## src/design/rsi_pkg.sv

```systemverilog
`timescale 1ns / 1ps
// ----------------------------------------------------------------------------
// rsi_pkg: shared constants and types of the RSI stream block
// Field widths, fixed-point layout, divider sizing and the command and status
// groups that pass between the controller and the datapath.
// ----------------------------------------------------------------------------
package rsi_pkg;

   // Field widths.
   localparam int PRICE_W  = 32;
   localparam int PERIOD_W = 11;
   localparam int RSI_W    = 14;
   localparam int COUNT_W  = 11;

   // Fixed-point averages: 32 integer bits and FRACTION_BITS fraction bits.
   localparam int FRACTION_BITS = 16;
   localparam int AVG_W         = PRICE_W + FRACTION_BITS;

   // Period limits and reset value.
   localparam logic [PERIOD_W-1:0] PERIOD_MIN   = PERIOD_W'(2);
   localparam logic [PERIOD_W-1:0] PERIOD_MAX   = PERIOD_W'(1024);
   localparam logic [PERIOD_W-1:0] PERIOD_RESET = PERIOD_W'(14);

   // The sample count saturates at its all-ones value.
   localparam logic [COUNT_W-1:0] COUNT_MAX = '1;

   // Scale of the result: hundredths of a percent.
   localparam logic [RSI_W-1:0] RSI_SCALE = RSI_W'(10000);

   // avg*(n-1) with n-1 below 1024 needs ten more bits than an average.
   localparam int NM1_W     = PERIOD_W - 1;
   localparam int PROD_W    = AVG_W + NM1_W;
   // The divide by n retires two quotient bits a step.
   localparam int DIV_STEPS = (PROD_W + 1) / 2;
   localparam int DIV_W     = 2 * DIV_STEPS;

   // Product and divisor of the ratio divide.
   localparam int RPROD_W = AVG_W + RSI_W;
   localparam int SUM_W   = AVG_W + 1;

   // Step counter of the controller covers both divides.
   localparam int MAX_STEPS = (DIV_STEPS > RSI_W) ? DIV_STEPS : RSI_W;
   localparam int STEP_W    = $clog2(MAX_STEPS + 1);
   localparam logic [STEP_W-1:0] DIV_LAST   = STEP_W'(DIV_STEPS - 1);
   localparam logic [STEP_W-1:0] RATIO_LAST = STEP_W'(RSI_W - 1);

   // Commands from the controller to the datapath.
   typedef struct packed {
      logic load;       // input beat accepted this cycle
      logic mul;        // form avg*(n-1) products
      logic num_load;   // load the divide-by-n numerators
      logic div_step;   // one step of the divide by n
      logic acc;        // update both averages
      logic rmul;       // form 10000*G and G+L
      logic rload;      // load the ratio divider
      logic rstep;      // one step of the ratio divide
      logic out_write;  // write the result register
   } rsi_cmd_type;

   // Status from the datapath to the controller.
   typedef struct packed {
      logic first;     // the beat offered now starts or restarts a series
      logic emit;      // the item in work produces a result
      logic zero_sum;  // both averages are zero
      logic out_free;  // the result register can take a new beat
   } rsi_status_type;

endpackage

```

## src/design/rsi_if.sv

```systemverilog
`timescale 1ns / 1ps
// ----------------------------------------------------------------------------
// rsi_if: stream channels of the RSI block
// Valid/ready channels for close price beats and for RSI result beats.
// ----------------------------------------------------------------------------
interface rsi_req_if;
   import rsi_pkg::*;

   logic               valid;
   logic               ready;
   logic [PRICE_W-1:0] close_price;
   logic               restart;

   modport source (output valid, close_price, restart, input ready);
   modport sink   (input valid, close_price, restart, output ready);
endinterface

interface rsi_rsp_if;
   import rsi_pkg::*;

   logic             valid;
   logic             ready;
   logic [RSI_W-1:0] rsi_value;
   logic             undefined;

   modport source (output valid, rsi_value, undefined, input ready);
   modport sink   (input valid, rsi_value, undefined, output ready);
endinterface

```

## src/design/rsi_period_div.sv

```systemverilog
`timescale 1ns / 1ps
// ----------------------------------------------------------------------------
// rsi_period_div: iterative divider by the period
// Restoring division of a wide numerator by an 11-bit period, two quotient
// bits per step. The numerator shifts out at the top while quotient bits
// shift in at the bottom of the same register.
// ----------------------------------------------------------------------------
module rsi_period_div (
   input  logic                         clock,
   input  logic                         load,
   input  logic                         step,
   input  logic [rsi_pkg::DIV_W-1:0]    numer,
   input  logic [rsi_pkg::PERIOD_W-1:0] divisor,
   output logic [rsi_pkg::AVG_W-1:0]    quotient
);
   import rsi_pkg::*;

   logic [DIV_W-1:0]    work_ff, work_in;
   logic [NM1_W-1:0]    rem_ff, rem_in;
   logic [PERIOD_W-1:0] trial_a, trial_b;
   logic [NM1_W-1:0]    rem_a;
   logic                bit_a, bit_b;

   // Two dependent restoring steps; the remainder always stays below the period.
   always_comb begin
      trial_a = {rem_ff, work_ff[DIV_W-1]};
      bit_a   = (trial_a >= divisor);
      rem_a   = bit_a ? NM1_W'(trial_a - divisor) : NM1_W'(trial_a);
      trial_b = {rem_a, work_ff[DIV_W-2]};
      bit_b   = (trial_b >= divisor);
      work_in = work_ff;
      rem_in  = rem_ff;
      if (load) begin
         work_in = numer;
         rem_in  = '0;
      end else if (step) begin
         work_in = {work_ff[DIV_W-3:0], bit_a, bit_b};
         rem_in  = bit_b ? NM1_W'(trial_b - divisor) : NM1_W'(trial_b);
      end
   end

   always_ff @(posedge clock) begin
      work_ff <= work_in;
      rem_ff  <= rem_in;
   end

   // The quotient of an average update always fits an average.
   assign quotient = work_ff[AVG_W-1:0];

endmodule

```

## src/design/rsi_ctrl.sv

```systemverilog
`timescale 1ns / 1ps
// ----------------------------------------------------------------------------
// rsi_ctrl: sequencer of the RSI block
// Walks one item through the products, the divide by the period, the
// average update, the ratio divide and the write of the result register.
// ----------------------------------------------------------------------------
module rsi_ctrl (
   input  logic                    clock,
   input  logic                    reset,
   input  logic                    req_valid,
   output logic                    req_ready,
   input  rsi_pkg::rsi_status_type status,
   output rsi_pkg::rsi_cmd_type    cmd
);
   import rsi_pkg::*;

   localparam logic [3:0] S_IDLE  = 4'd0;
   localparam logic [3:0] S_MUL   = 4'd1;
   localparam logic [3:0] S_LOAD  = 4'd2;
   localparam logic [3:0] S_DIV   = 4'd3;
   localparam logic [3:0] S_ACC   = 4'd4;
   localparam logic [3:0] S_RMUL  = 4'd5;
   localparam logic [3:0] S_RLOAD = 4'd6;
   localparam logic [3:0] S_RDIV  = 4'd7;
   localparam logic [3:0] S_OUT   = 4'd8;

   logic [3:0]        state_ff, state_in;
   logic [STEP_W-1:0] step_ff, step_in;

   assign req_ready = (state_ff == S_IDLE);

   // Next state, step counter and commands.
   always_comb begin
      state_in = state_ff;
      step_in  = step_ff;
      cmd      = '0;
      case (state_ff)
         S_IDLE: begin
            if (req_valid) begin
               cmd.load = 1'b1;
               if (!status.first) begin
                  state_in = S_MUL;
               end
            end
         end
         S_MUL: begin
            cmd.mul  = 1'b1;
            state_in = S_LOAD;
         end
         S_LOAD: begin
            cmd.num_load = 1'b1;
            step_in      = DIV_LAST;
            state_in     = S_DIV;
         end
         S_DIV: begin
            cmd.div_step = 1'b1;
            if (step_ff == '0) begin
               state_in = S_ACC;
            end else begin
               step_in = step_ff - 1'b1;
            end
         end
         S_ACC: begin
            cmd.acc  = 1'b1;
            state_in = S_RMUL;
         end
         S_RMUL: begin
            // Items that produce no result end here.
            if (!status.emit) begin
               state_in = S_IDLE;
            end else begin
               cmd.rmul = 1'b1;
               state_in = status.zero_sum ? S_OUT : S_RLOAD;
            end
         end
         S_RLOAD: begin
            cmd.rload = 1'b1;
            step_in   = RATIO_LAST;
            state_in  = S_RDIV;
         end
         S_RDIV: begin
            cmd.rstep = 1'b1;
            if (step_ff == '0) begin
               state_in = S_OUT;
            end else begin
               step_in = step_ff - 1'b1;
            end
         end
         S_OUT: begin
            if (status.out_free) begin
               cmd.out_write = 1'b1;
               state_in      = S_IDLE;
            end
         end
         default: begin
            state_in = S_IDLE;
         end
      endcase
   end

   always_ff @(posedge clock) begin
      if (reset) begin
         state_ff <= S_IDLE;
         step_ff  <= '0;
      end else begin
         state_ff <= state_in;
         step_ff  <= step_in;
      end
   end

endmodule

```

## src/design/rsi_dpath.sv

```systemverilog
`timescale 1ns / 1ps
// ----------------------------------------------------------------------------
// rsi_dpath: datapath of the RSI block
// Holds the period, the series state and both averages, forms the
// smoothing numerators, divides them by the period, runs the ratio divide
// and keeps the result register.
// ----------------------------------------------------------------------------
module rsi_dpath (
   input  logic                         clock,
   input  logic                         reset,
   input  rsi_pkg::rsi_cmd_type         cmd,
   output rsi_pkg::rsi_status_type      status,
   input  logic                         csr_write_en,
   input  logic [rsi_pkg::PERIOD_W-1:0] csr_write_data,
   input  logic [rsi_pkg::PRICE_W-1:0]  req_close_price,
   input  logic                         req_restart,
   output logic                         rsp_valid,
   input  logic                         rsp_ready,
   output logic [rsi_pkg::RSI_W-1:0]    rsp_rsi_value,
   output logic                         rsp_undefined
);
   import rsi_pkg::*;

   // Configuration and series state.
   logic [PERIOD_W-1:0] period_ff;
   logic [PRICE_W-1:0]  prev_ff, prev_in;
   logic [COUNT_W-1:0]  count_ff, count_in;
   logic [AVG_W-1:0]    avg_g_ff, avg_g_in, avg_l_ff, avg_l_in;

   // Per-item working registers.
   logic [PERIOD_W-1:0] n_ff, n_in, n_eff;
   logic [NM1_W-1:0]    nm1_ff;
   logic [PRICE_W-1:0]  delta_ff, delta_in;
   logic                up_ff, up_in;
   logic                smooth_ff, smooth_in;
   logic                emit_ff, emit_in;
   logic [COUNT_W-1:0]  cnt_eff;
   logic [PROD_W-1:0]   prod_g_ff, prod_l_ff;
   logic [AVG_W-1:0]    x_gain, x_loss;
   logic [DIV_W-1:0]    numer_g, numer_l;
   logic [AVG_W-1:0]    quot_g, quot_l;

   // Ratio divide.
   logic [RPROD_W-1:0]  rprod_ff;
   logic [SUM_W-1:0]    sum_ff;
   logic [SUM_W-1:0]    rrem_ff, rrem_in;
   logic [RSI_W-1:0]    rlow_ff, rlow_in;
   logic [SUM_W:0]      rtrial;
   logic                rbit;
   logic                undef_ff;

   // Result register.
   logic                out_valid_ff;
   logic [RSI_W-1:0]    out_rsi_ff;
   logic                out_undef_ff;

   // Period register.
   always_ff @(posedge clock) begin
      if (reset) begin
         period_ff <= PERIOD_RESET;
      end else if (csr_write_en) begin
         period_ff <= csr_write_data;
      end
   end

   // Out-of-range periods are clamped.
   always_comb begin
      if (period_ff < PERIOD_MIN) begin
         n_eff = PERIOD_MIN;
      end else if (period_ff > PERIOD_MAX) begin
         n_eff = PERIOD_MAX;
      end else begin
         n_eff = period_ff;
      end
   end

   // A restart clears the count, so the offered close starts a new series.
   assign cnt_eff = req_restart ? '0 : count_ff;

   // Series state update at the accepted beat and at the average update.
   always_comb begin
      prev_in   = prev_ff;
      count_in  = count_ff;
      avg_g_in  = avg_g_ff;
      avg_l_in  = avg_l_ff;
      delta_in  = delta_ff;
      up_in     = up_ff;
      smooth_in = smooth_ff;
      emit_in   = emit_ff;
      n_in      = n_ff;
      if (cmd.load) begin
         prev_in   = req_close_price;
         up_in     = (req_close_price > prev_ff);
         delta_in  = up_in ? (req_close_price - prev_ff) : (prev_ff - req_close_price);
         smooth_in = (cnt_eff >= n_eff);
         emit_in   = smooth_in || (cnt_eff == (n_eff - 1'b1));
         n_in      = n_eff;
         if (req_restart) begin
            avg_g_in = '0;
            avg_l_in = '0;
         end
         if (cnt_eff == '0) begin
            count_in = COUNT_W'(1);
         end else if (count_ff != COUNT_MAX) begin
            count_in = count_ff + 1'b1;
         end
      end else if (cmd.acc) begin
         if (smooth_ff) begin
            avg_g_in = quot_g;
            avg_l_in = quot_l;
         end else begin
            avg_g_in = avg_g_ff + quot_g;
            avg_l_in = avg_l_ff + quot_l;
         end
      end
   end

   always_ff @(posedge clock) begin
      if (reset) begin
         prev_ff  <= '0;
         count_ff <= '0;
         avg_g_ff <= '0;
         avg_l_ff <= '0;
      end else begin
         prev_ff  <= prev_in;
         count_ff <= count_in;
         avg_g_ff <= avg_g_in;
         avg_l_ff <= avg_l_in;
      end
   end

   always_ff @(posedge clock) begin
      delta_ff  <= delta_in;
      up_ff     <= up_in;
      smooth_ff <= smooth_in;
      emit_ff   <= emit_in;
      n_ff      <= n_in;
      if (cmd.load) begin
         nm1_ff <= NM1_W'(n_eff - 1'b1);
      end
   end

   // Scaled gain and loss of this step; at most one of them is nonzero.
   assign x_gain = up_ff ? {delta_ff, {FRACTION_BITS{1'b0}}} : '0;
   assign x_loss = up_ff ? '0 : {delta_ff, {FRACTION_BITS{1'b0}}};

   // Smoothing products avg*(n-1), registered before the add.
   always_ff @(posedge clock) begin
      if (cmd.mul) begin
         prod_g_ff <= PROD_W'(avg_g_ff) * PROD_W'(nm1_ff);
         prod_l_ff <= PROD_W'(avg_l_ff) * PROD_W'(nm1_ff);
      end
   end

   // Numerators: avg*(n-1)+x when smoothing, x alone during warm-up.
   always_comb begin
      if (smooth_ff) begin
         numer_g = DIV_W'(prod_g_ff) + DIV_W'(x_gain);
         numer_l = DIV_W'(prod_l_ff) + DIV_W'(x_loss);
      end else begin
         numer_g = DIV_W'(x_gain);
         numer_l = DIV_W'(x_loss);
      end
   end

   rsi_period_div u_div_gain (
      .clock    (clock),
      .load     (cmd.num_load),
      .step     (cmd.div_step),
      .numer    (numer_g),
      .divisor  (n_ff),
      .quotient (quot_g)
   );

   rsi_period_div u_div_loss (
      .clock    (clock),
      .load     (cmd.num_load),
      .step     (cmd.div_step),
      .numer    (numer_l),
      .divisor  (n_ff),
      .quotient (quot_l)
   );

   // Ratio divide of 10000*G by G+L; the quotient stays below 2^14, so the
   // upper product bits already form a remainder below the divisor.
   always_comb begin
      rtrial  = {rrem_ff, rlow_ff[RSI_W-1]};
      rbit    = (rtrial >= {1'b0, sum_ff});
      rrem_in = rrem_ff;
      rlow_in = rlow_ff;
      if (cmd.rload) begin
         rrem_in = SUM_W'(rprod_ff[RPROD_W-1:RSI_W]);
         rlow_in = rprod_ff[RSI_W-1:0];
      end else if (cmd.rstep) begin
         rrem_in = rbit ? SUM_W'(rtrial - {1'b0, sum_ff}) : SUM_W'(rtrial);
         rlow_in = {rlow_ff[RSI_W-2:0], rbit};
      end
   end

   always_ff @(posedge clock) begin
      if (cmd.rmul) begin
         rprod_ff <= RPROD_W'(avg_g_ff) * RPROD_W'(RSI_SCALE);
         sum_ff   <= SUM_W'(avg_g_ff) + SUM_W'(avg_l_ff);
         undef_ff <= status.zero_sum;
      end
      rrem_ff <= rrem_in;
      rlow_ff <= rlow_in;
   end

   // Result register: a new beat may be written as the old one leaves.
   always_ff @(posedge clock) begin
      if (reset) begin
         out_valid_ff <= 1'b0;
      end else if (cmd.out_write) begin
         out_valid_ff <= 1'b1;
      end else if (rsp_ready) begin
         out_valid_ff <= 1'b0;
      end
   end

   always_ff @(posedge clock) begin
      if (cmd.out_write) begin
         out_rsi_ff   <= undef_ff ? '0 : rlow_ff;
         out_undef_ff <= undef_ff;
      end
   end

   assign rsp_valid     = out_valid_ff;
   assign rsp_rsi_value = out_rsi_ff;
   assign rsp_undefined = out_undef_ff;

   // Status to the controller.
   always_comb begin
      status.first    = (cnt_eff == '0);
      status.emit     = emit_ff;
      status.zero_sum = (avg_g_ff == '0) && (avg_l_ff == '0);
      status.out_free = !out_valid_ff || rsp_ready;
   end

endmodule

```

## src/design/rsi_wilder_stream.sv

```systemverilog
`timescale 1ns / 1ps
// ----------------------------------------------------------------------------
// rsi_wilder_stream: relative strength index with Wilder smoothing
// Takes one closing price per beat, keeps fixed-point average gain and loss
// and emits the RSI in hundredths of a percent once the series has warmed up.
// ----------------------------------------------------------------------------
//
//   Channel    Direction  Payload                          Beat
//   req_chan   in         close_price[31:0], restart       valid & ready
//   rsp_chan   out        rsi_value[13:0], undefined       valid & ready
//   csr_*      in         write_data[10:0] (period)        write_en
//
// A close that starts a series is only loaded into the series state. Any
// other close runs the products, the divide by the period that retires two
// bits a cycle on averages with 16 fraction bits, and the average update; a
// close that produces a result then runs the 14-step ratio divide and the
// result write, or only the write when both averages are zero.
// Reset is synchronous and restores period 14 and an empty series. The
// result register holds one beat; while it is stalled, the next result waits
// in the sequencer and no new close is accepted until the register frees up.
// ----------------------------------------------------------------------------
module rsi_wilder_stream (
   input  logic                         clock,
   input  logic                         reset,
   rsi_req_if.sink                      req_chan,
   rsi_rsp_if.source                    rsp_chan,
   input  logic                         csr_write_en,
   input  logic [rsi_pkg::PERIOD_W-1:0] csr_write_data
);
   import rsi_pkg::*;

   rsi_cmd_type    cmd;
   rsi_status_type status;
   logic           ready;
   logic           out_valid;
   logic [RSI_W-1:0] out_rsi;
   logic           out_undef;

   rsi_ctrl u_ctrl (
      .clock     (clock),
      .reset     (reset),
      .req_valid (req_chan.valid),
      .req_ready (ready),
      .status    (status),
      .cmd       (cmd)
   );

   rsi_dpath u_dpath (
      .clock           (clock),
      .reset           (reset),
      .cmd             (cmd),
      .status          (status),
      .csr_write_en    (csr_write_en),
      .csr_write_data  (csr_write_data),
      .req_close_price (req_chan.close_price),
      .req_restart     (req_chan.restart),
      .rsp_valid       (out_valid),
      .rsp_ready       (rsp_chan.ready),
      .rsp_rsi_value   (out_rsi),
      .rsp_undefined   (out_undef)
   );

   assign req_chan.ready     = ready;
   assign rsp_chan.valid     = out_valid;
   assign rsp_chan.rsi_value = out_rsi;
   assign rsp_chan.undefined = out_undef;

endmodule
```

## src/flat_wrapper.sv

```systemverilog
// flat-port wrapper written by rule: the top's interface ports become plain ports
module rsi_wilder_stream_flat import rsi_pkg::*;
  (clock, reset, csr_write_en, csr_write_data, req_chan_valid, req_chan_close_price, req_chan_restart, req_chan_ready, rsp_chan_valid, rsp_chan_rsi_value, rsp_chan_undefined, rsp_chan_ready);
  rsi_req_if req_chan_i ();
  rsi_rsp_if rsp_chan_i ();
  input  logic clock;
  input  logic reset;
  input  logic csr_write_en;
  input  logic [rsi_pkg::PERIOD_W-1:0] csr_write_data;
  input wire logic [$bits(req_chan_i.valid)-1:0] req_chan_valid;
  input wire logic [$bits(req_chan_i.close_price)-1:0] req_chan_close_price;
  input wire logic [$bits(req_chan_i.restart)-1:0] req_chan_restart;
  output wire logic [$bits(req_chan_i.ready)-1:0] req_chan_ready;
  output wire logic [$bits(rsp_chan_i.valid)-1:0] rsp_chan_valid;
  output wire logic [$bits(rsp_chan_i.rsi_value)-1:0] rsp_chan_rsi_value;
  output wire logic [$bits(rsp_chan_i.undefined)-1:0] rsp_chan_undefined;
  input wire logic [$bits(rsp_chan_i.ready)-1:0] rsp_chan_ready;
  assign req_chan_i.valid = req_chan_valid;
  assign req_chan_i.close_price = req_chan_close_price;
  assign req_chan_i.restart = req_chan_restart;
  assign req_chan_ready = req_chan_i.ready;
  assign rsp_chan_valid = rsp_chan_i.valid;
  assign rsp_chan_rsi_value = rsp_chan_i.rsi_value;
  assign rsp_chan_undefined = rsp_chan_i.undefined;
  assign rsp_chan_i.ready = rsp_chan_ready;
  rsi_wilder_stream u_core (.clock(clock), .reset(reset), .req_chan(req_chan_i), .rsp_chan(rsp_chan_i), .csr_write_en(csr_write_en), .csr_write_data(csr_write_data));
endmodule
```

## config.mk

```make
export PLATFORM = sky130hd
export DESIGN_NAME = rsi_wilder_stream_flat
export DESIGN_NICKNAME = d
export VERILOG_FILES = /design/src/design/rsi_pkg.sv /design/src/design/rsi_if.sv /design/src/design/rsi_period_div.sv /design/src/design/rsi_ctrl.sv /design/src/design/rsi_dpath.sv /design/src/design/rsi_wilder_stream.sv /design/src/flat_wrapper.sv
export SDC_FILE = /design/constraint.sdc
export NUM_CORES = 2
export LEC_CHECK = 0
export BUFFER_PORTS_ARGS = -buffer_cell sky130_fd_sc_hd__buf_2
export CAP_MARGIN = 20
export CORE_MARGIN = 2
export CORE_UTILIZATION = 66
export CTS_CLUSTER_DIAMETER = 80
export DETAILED_ROUTE_END_ITERATION = 16
export PLACE_DENSITY = 0.86
export SYNTH_ARGS = -nofsm -noshare
export SYNTH_HDL_FRONTEND = slang
export SYNTH_SLANG_ARGS = --single-unit
```

## constraint.sdc

```tcl
create_clock -name clock -period 34.4 [get_ports clock]
set_input_delay 6.88 -clock clock [delete_from_list [all_inputs] [get_ports clock]]
set_output_delay 6.88 -clock clock [all_outputs]
set_load 0.005 [all_outputs]
```

==> out/qor.json <==
{
  "run_status": "completed",
  "global_route.usage.total_pct": 36.6,
  "io_buffer_count": 65,
  "hold_class": "flop to flop",
  "worstMarginPinSlew_ns": 1.19,
  "timing_hold_violations_final": 0,
  "routed_via_density": 6.35,
  "design.portCount": 66,
  "critical_path_cell_by_cell": "buf_2 -> inv_1 -> ha_1 -> nand2_1 -> or3_4 -> nor4_4 -> a211oi_1 -> a31oi_4 -> buf_4 -> mux2_2 -> o21ai_1 -> nor2b_1 -> nor2_1 -> o22ai_1 -> xor2_1",
  "slew_headroom_pct": 19.9,
  "ys_dominant_reg_cell": "sky130_fd_sc_hd__edfxtp_1",
  "postSynthNetCount": 10860,
  "die-height_um": 356,
  "num_rows": 129,
  "dp.final_hpwl_um": 171000,
  "synth.area.top_cells": "sky130_fd_sc_hd__fa_1 21%, sky130_fd_sc_hd__edfxtp_1 17%, sky130_fd_sc_hd__ha_1 11%",
  "power_density_over_the_cells_nw_per_um2": 32.3,
  "tritoncts": "yes",
  "ant_nets": 0,
  "synth_top_cell_by_area": "sky130_fd_sc_hd__fa_1",
  "path_class": "primary input to flop",
  "preCtsSetupSlack_ns": 23.31,
  "hold-path-cell-count": 2,
  "crit_slowest_cell": "sky130_fd_sc_hd__buf_4",
  "synthCells": 9183,
  "timing.final.max_slew_violations": 0,
  "portion_of_netlist_area_occupied_by_mux_cells_pct": 1.15,
  "core-area_um2": 123000,
  "hold_fix_buffers_cts": 0,
  "final_util_pct": 69.7,
  "timing.critical_path.required_ns": 34.83,
  "grt_max_degree": 100,
  "insertion_delay_ns": 0.70,
  "hold_ws_ns": 0.466,
  "synth_top_family_by_area": "adder cells",
  "synthSimpleGateAreaFrac_pct": 16.7,
  "clock_tree.buffer_depth": 3,
  "dr_total_vias": 67821,
  "fin_ws_ns": 23.95,
  "tritoncts_num_sinks": 654,
  "nets": 10652,
  "critical_path_cell_count": 15,
  "antenna_found_initial": 9,
  "drt-initial-drc-count": 7653,
  "synthesis.yosys.warnings": 0,
  "final.min_clock_period_ns": 10.45,
  "cts_max_level": 3,
  "tns_ns": 0,
  "worstPathArrival_ns": 10.87,
  "postCtsResizedCells": 0,
  "path_clk_slew_ns": 0.06,
  "grt-ovfl-total": 0,
  "synth.top_cell.area_share_pct": 21.4,
  "ys_ff_latch": 654,
  "start_util_pct": 66.4,
  "finClkSkew_ns": 0.0379,
  "synth_compound_area_share_pct": 15.5,
  "drt_first_pass_iters": 8,
  "grt_first_pass_wirelength_um": 368000,
  "grt_pass1_vias": 68542,
  "post_route_cells_drive_above_1_share_pct": 4.19,
  "max_cap_violations": 0,
  "synth_sequential_area_ratio_pct": 21.7,
  "area_share_of_fa_ha_maj_cells_after_synthesis_pct": 32.9,
  "synth_cell_type_count": 93,
  "fmaxAchievable_ghz": 0.0957,
  "die_x_um": 356,
  "period_share_pct": 30.4,
  "routabilityCongestion": 1.04,
  "filler_cell_count": 9265,
  "cellLeakagePower_uw": 0.0426,
  "synth_xor_area_share_pct": 4.90,
  "worstSetupEndpointType": "flop",
  "synthArstFlopShare_pct": 0,
  "critical_path.max_stage_delay_ns": 0.58,
  "post_drt_wl_per_cell_um": 21.6,
  "drc": 0,
  "areaGrowthSynthToFinish_pct": 4.95,
  "cp.buffers_inverters": 3,
  "grt_setup_unrepaired": "no",
  "cell_class_contributing_the_biggest_share_of_worst_path_delay": "simple AND/OR/NAND/NOR gates",
  "design.die.area_um2": 127000,
  "clock_tree.root_cell": "sky130_fd_sc_hd__clkbuf_16",
  "p_total_uw": 2780,
  "critPathMaxFanout": 54,
  "vdd_drop_max_mv": 0.0346,
  "reg2regPathDepth": 24,
  "synth_enable_flop_cells": 473,
  "netlist_area_um2": 82000,
  "report.final.setup_viol": 0,
  "tritoncts.num_buffers": 78,
  "setup.worst_path.start_class": "primary input",
  "drt-total-wl_um": 231000,
  "synth.avg_cell_area_um2": 8.93,
  "post-cts-setup-buffer-count": 0
}
[kinds of logic (layout without fill, tap and decap cells)]
logic type               count (synthesis)  count (layout)
other                                    0               9
AND/OR/NAND/NOR                       2799            2799
flip-flops                             654             654
adder cells (fa/ha/maj)               1628            1628
AO/OA/AOI/OAI                         1998            1998
multiplexers                            91              91
XOR/XNOR                               459             459
buffers and inverters                 1554            1409
[power by group]
group | internal (µW) | total, µW | switching [µW]
Combinational | 303 | 875 | 572
Clock | 493 | 858 | 365
Sequential | 953 | 1050 | 93.5
[per-stage QoR]
stage	instance area [µm²]	instances
detailed placement	83400	10530
floorplan	82000	9183
finish	86000	10684
CTS	86000	10673
global route	86000	10679
global placement	83400	10529
[path summary, 6_finish.rpt]
kind	from	slack, ns	endpoint
setup / recovery	req_chan_close_price[26]	23.95	u_core.u_dpath.delta_ff[28]
hold / removal	u_core.u_dpath.u_div_loss.rem_ff[9]	0.47	u_core.u_dpath.u_div_loss.rem_ff[9]
setup reg to reg	u_core.u_dpath.nm1_ff[1]	26.17	u_core.u_dpath.prod_l_ff[54]
hold reg to reg	u_core.u_dpath.u_div_loss.rem_ff[9]	0.47	u_core.u_dpath.u_div_loss.rem_ff[9]
[cells in the final DEF (no fill, tap or decap), types with 181 or more instances in the layout]
cell | Yosys | final
sky130_fd_sc_hd__edfxtp_1 | 473 | 473
sky130_fd_sc_hd__a21o_1 | 279 | 279
sky130_fd_sc_hd__xor2_1 | 185 | 185
sky130_fd_sc_hd__fa_1 | 875 | 875
sky130_fd_sc_hd__a21oi_1 | 633 | 632
sky130_fd_sc_hd__ha_1 | 753 | 753
sky130_fd_sc_hd__and2_1 | 583 | 583
sky130_fd_sc_hd__nand2_1 | 1005 | 1003
sky130_fd_sc_hd__dfxtp_1 | 181 | 181
sky130_fd_sc_hd__nor2_1 | 476 | 474
sky130_fd_sc_hd__xnor2_1 | 274 | 274
sky130_fd_sc_hd__inv_1 | 1098 | 1095
sky130_fd_sc_hd__o21ai_0 | 411 | 410
[flip-flops by register name, indices dropped and copies added, names as in the netlist, 4 cells and up]
| register | count |
|---|---|
| u_core.u_dpath.u_div_gain.work_ff | 58 |
| u_core.u_dpath.rlow_ff | 14 |
| u_core.u_dpath.prev_ff | 32 |
| u_core.u_dpath.count_ff | 11 |
| u_core.u_dpath.n_ff | 11 |
| u_core.u_dpath.rprod_ff | 58 |
| u_core.u_dpath.u_div_gain.rem_ff | 10 |
| u_core.u_dpath.sum_ff | 49 |
| u_core.u_dpath.delta_ff | 32 |
| u_core.u_dpath.period_ff | 11 |
| u_core.u_dpath.u_div_loss.work_ff | 58 |
| u_core.u_dpath.nm1_ff | 10 |
| u_core.u_ctrl.state_ff | 4 |
| u_core.u_dpath.avg_g_ff | 48 |
| u_core.u_dpath.prod_l_ff | 58 |
| u_core.u_dpath.avg_l_ff | 48 |
| u_core.u_ctrl.step_ff | 5 |
| u_core.u_dpath.rrem_ff | 49 |
| u_core.u_dpath.prod_g_ff | 58 |
| u_core.u_dpath.rsp_rsi_value | 14 |
| u_core.u_dpath.u_div_loss.rem_ff | 10 |
[routing by layer]
layer	GRT usage, %	vias to the layer above	share of wire, %
li1	-	30487	-
met1	46.9	32948	38
met2	56.9	3592	45
met3	7.74	792	11
met4	22.5	2	6.8
met5	0	-	0.0056
[worst min-delay path, stage by stage (launching register included)]
cell and delay (ns):
sky130_fd_sc_hd__dfxtp_1 0.31, sky130_fd_sc_hd__nand2_1 0.05, sky130_fd_sc_hd__o31ai_1 0.05
[layout make-up]
class / instances / area, µm² / share of cell area (%)
multi-input cells: 6975 / 58300 / 67.8
repair buffers: 167 / 1110 / 1.29
inverters: 1099 / 4130 / 4.80
flip-flops and latches: 654 / 17800 / 20.7
diodes: 9 / 22.5 / 0.0262
clock buffers: 107 / 2180 / 2.54
clock inverters: 36 / 398 / 0.462
well taps: 1637 / 2050 / 2.38
[Yosys cell counts, types with 18 or more instances]
library cell               number
sky130_fd_sc_hd__and2_1       583
sky130_fd_sc_hd__xor2_1       185
sky130_fd_sc_hd__xnor2_1      274
sky130_fd_sc_hd__and3_1        83
sky130_fd_sc_hd__o211ai_1      32
sky130_fd_sc_hd__or2_2         19
sky130_fd_sc_hd__o21a_1        62
sky130_fd_sc_hd__a21o_1       279
sky130_fd_sc_hd__ha_1         753
sky130_fd_sc_hd__nor2b_1      148
sky130_fd_sc_hd__o21bai_1      79
sky130_fd_sc_hd__a21oi_1      633
sky130_fd_sc_hd__nand2b_1      76
sky130_fd_sc_hd__o31ai_1       40
sky130_fd_sc_hd__a22oi_1       71
sky130_fd_sc_hd__nand4_1       86
sky130_fd_sc_hd__nor2_1       476
sky130_fd_sc_hd__buf_2         19
sky130_fd_sc_hd__or3_1         25
sky130_fd_sc_hd__nand2_1     1005
sky130_fd_sc_hd__inv_1       1098
sky130_fd_sc_hd__nor4_1        32
sky130_fd_sc_hd__fa_1         875
sky130_fd_sc_hd__o22ai_1       33
sky130_fd_sc_hd__mux2_2        23
sky130_fd_sc_hd__a31oi_1       58
sky130_fd_sc_hd__mux2i_1       68
sky130_fd_sc_hd__a222oi_1      18
sky130_fd_sc_hd__edfxtp_1     473
sky130_fd_sc_hd__nand3_1      137
sky130_fd_sc_hd__o21ai_1       19
sky130_fd_sc_hd__a211oi_1      60
sky130_fd_sc_hd__nor3_1        70
sky130_fd_sc_hd__dfxtp_1      181
sky130_fd_sc_hd__clkbuf_1     421
sky130_fd_sc_hd__o21ai_0      411
sky130_fd_sc_hd__a221o_1       18
sky130_fd_sc_hd__a211o_1       18
No activity file was read; power rests on OpenSTA's default activity.
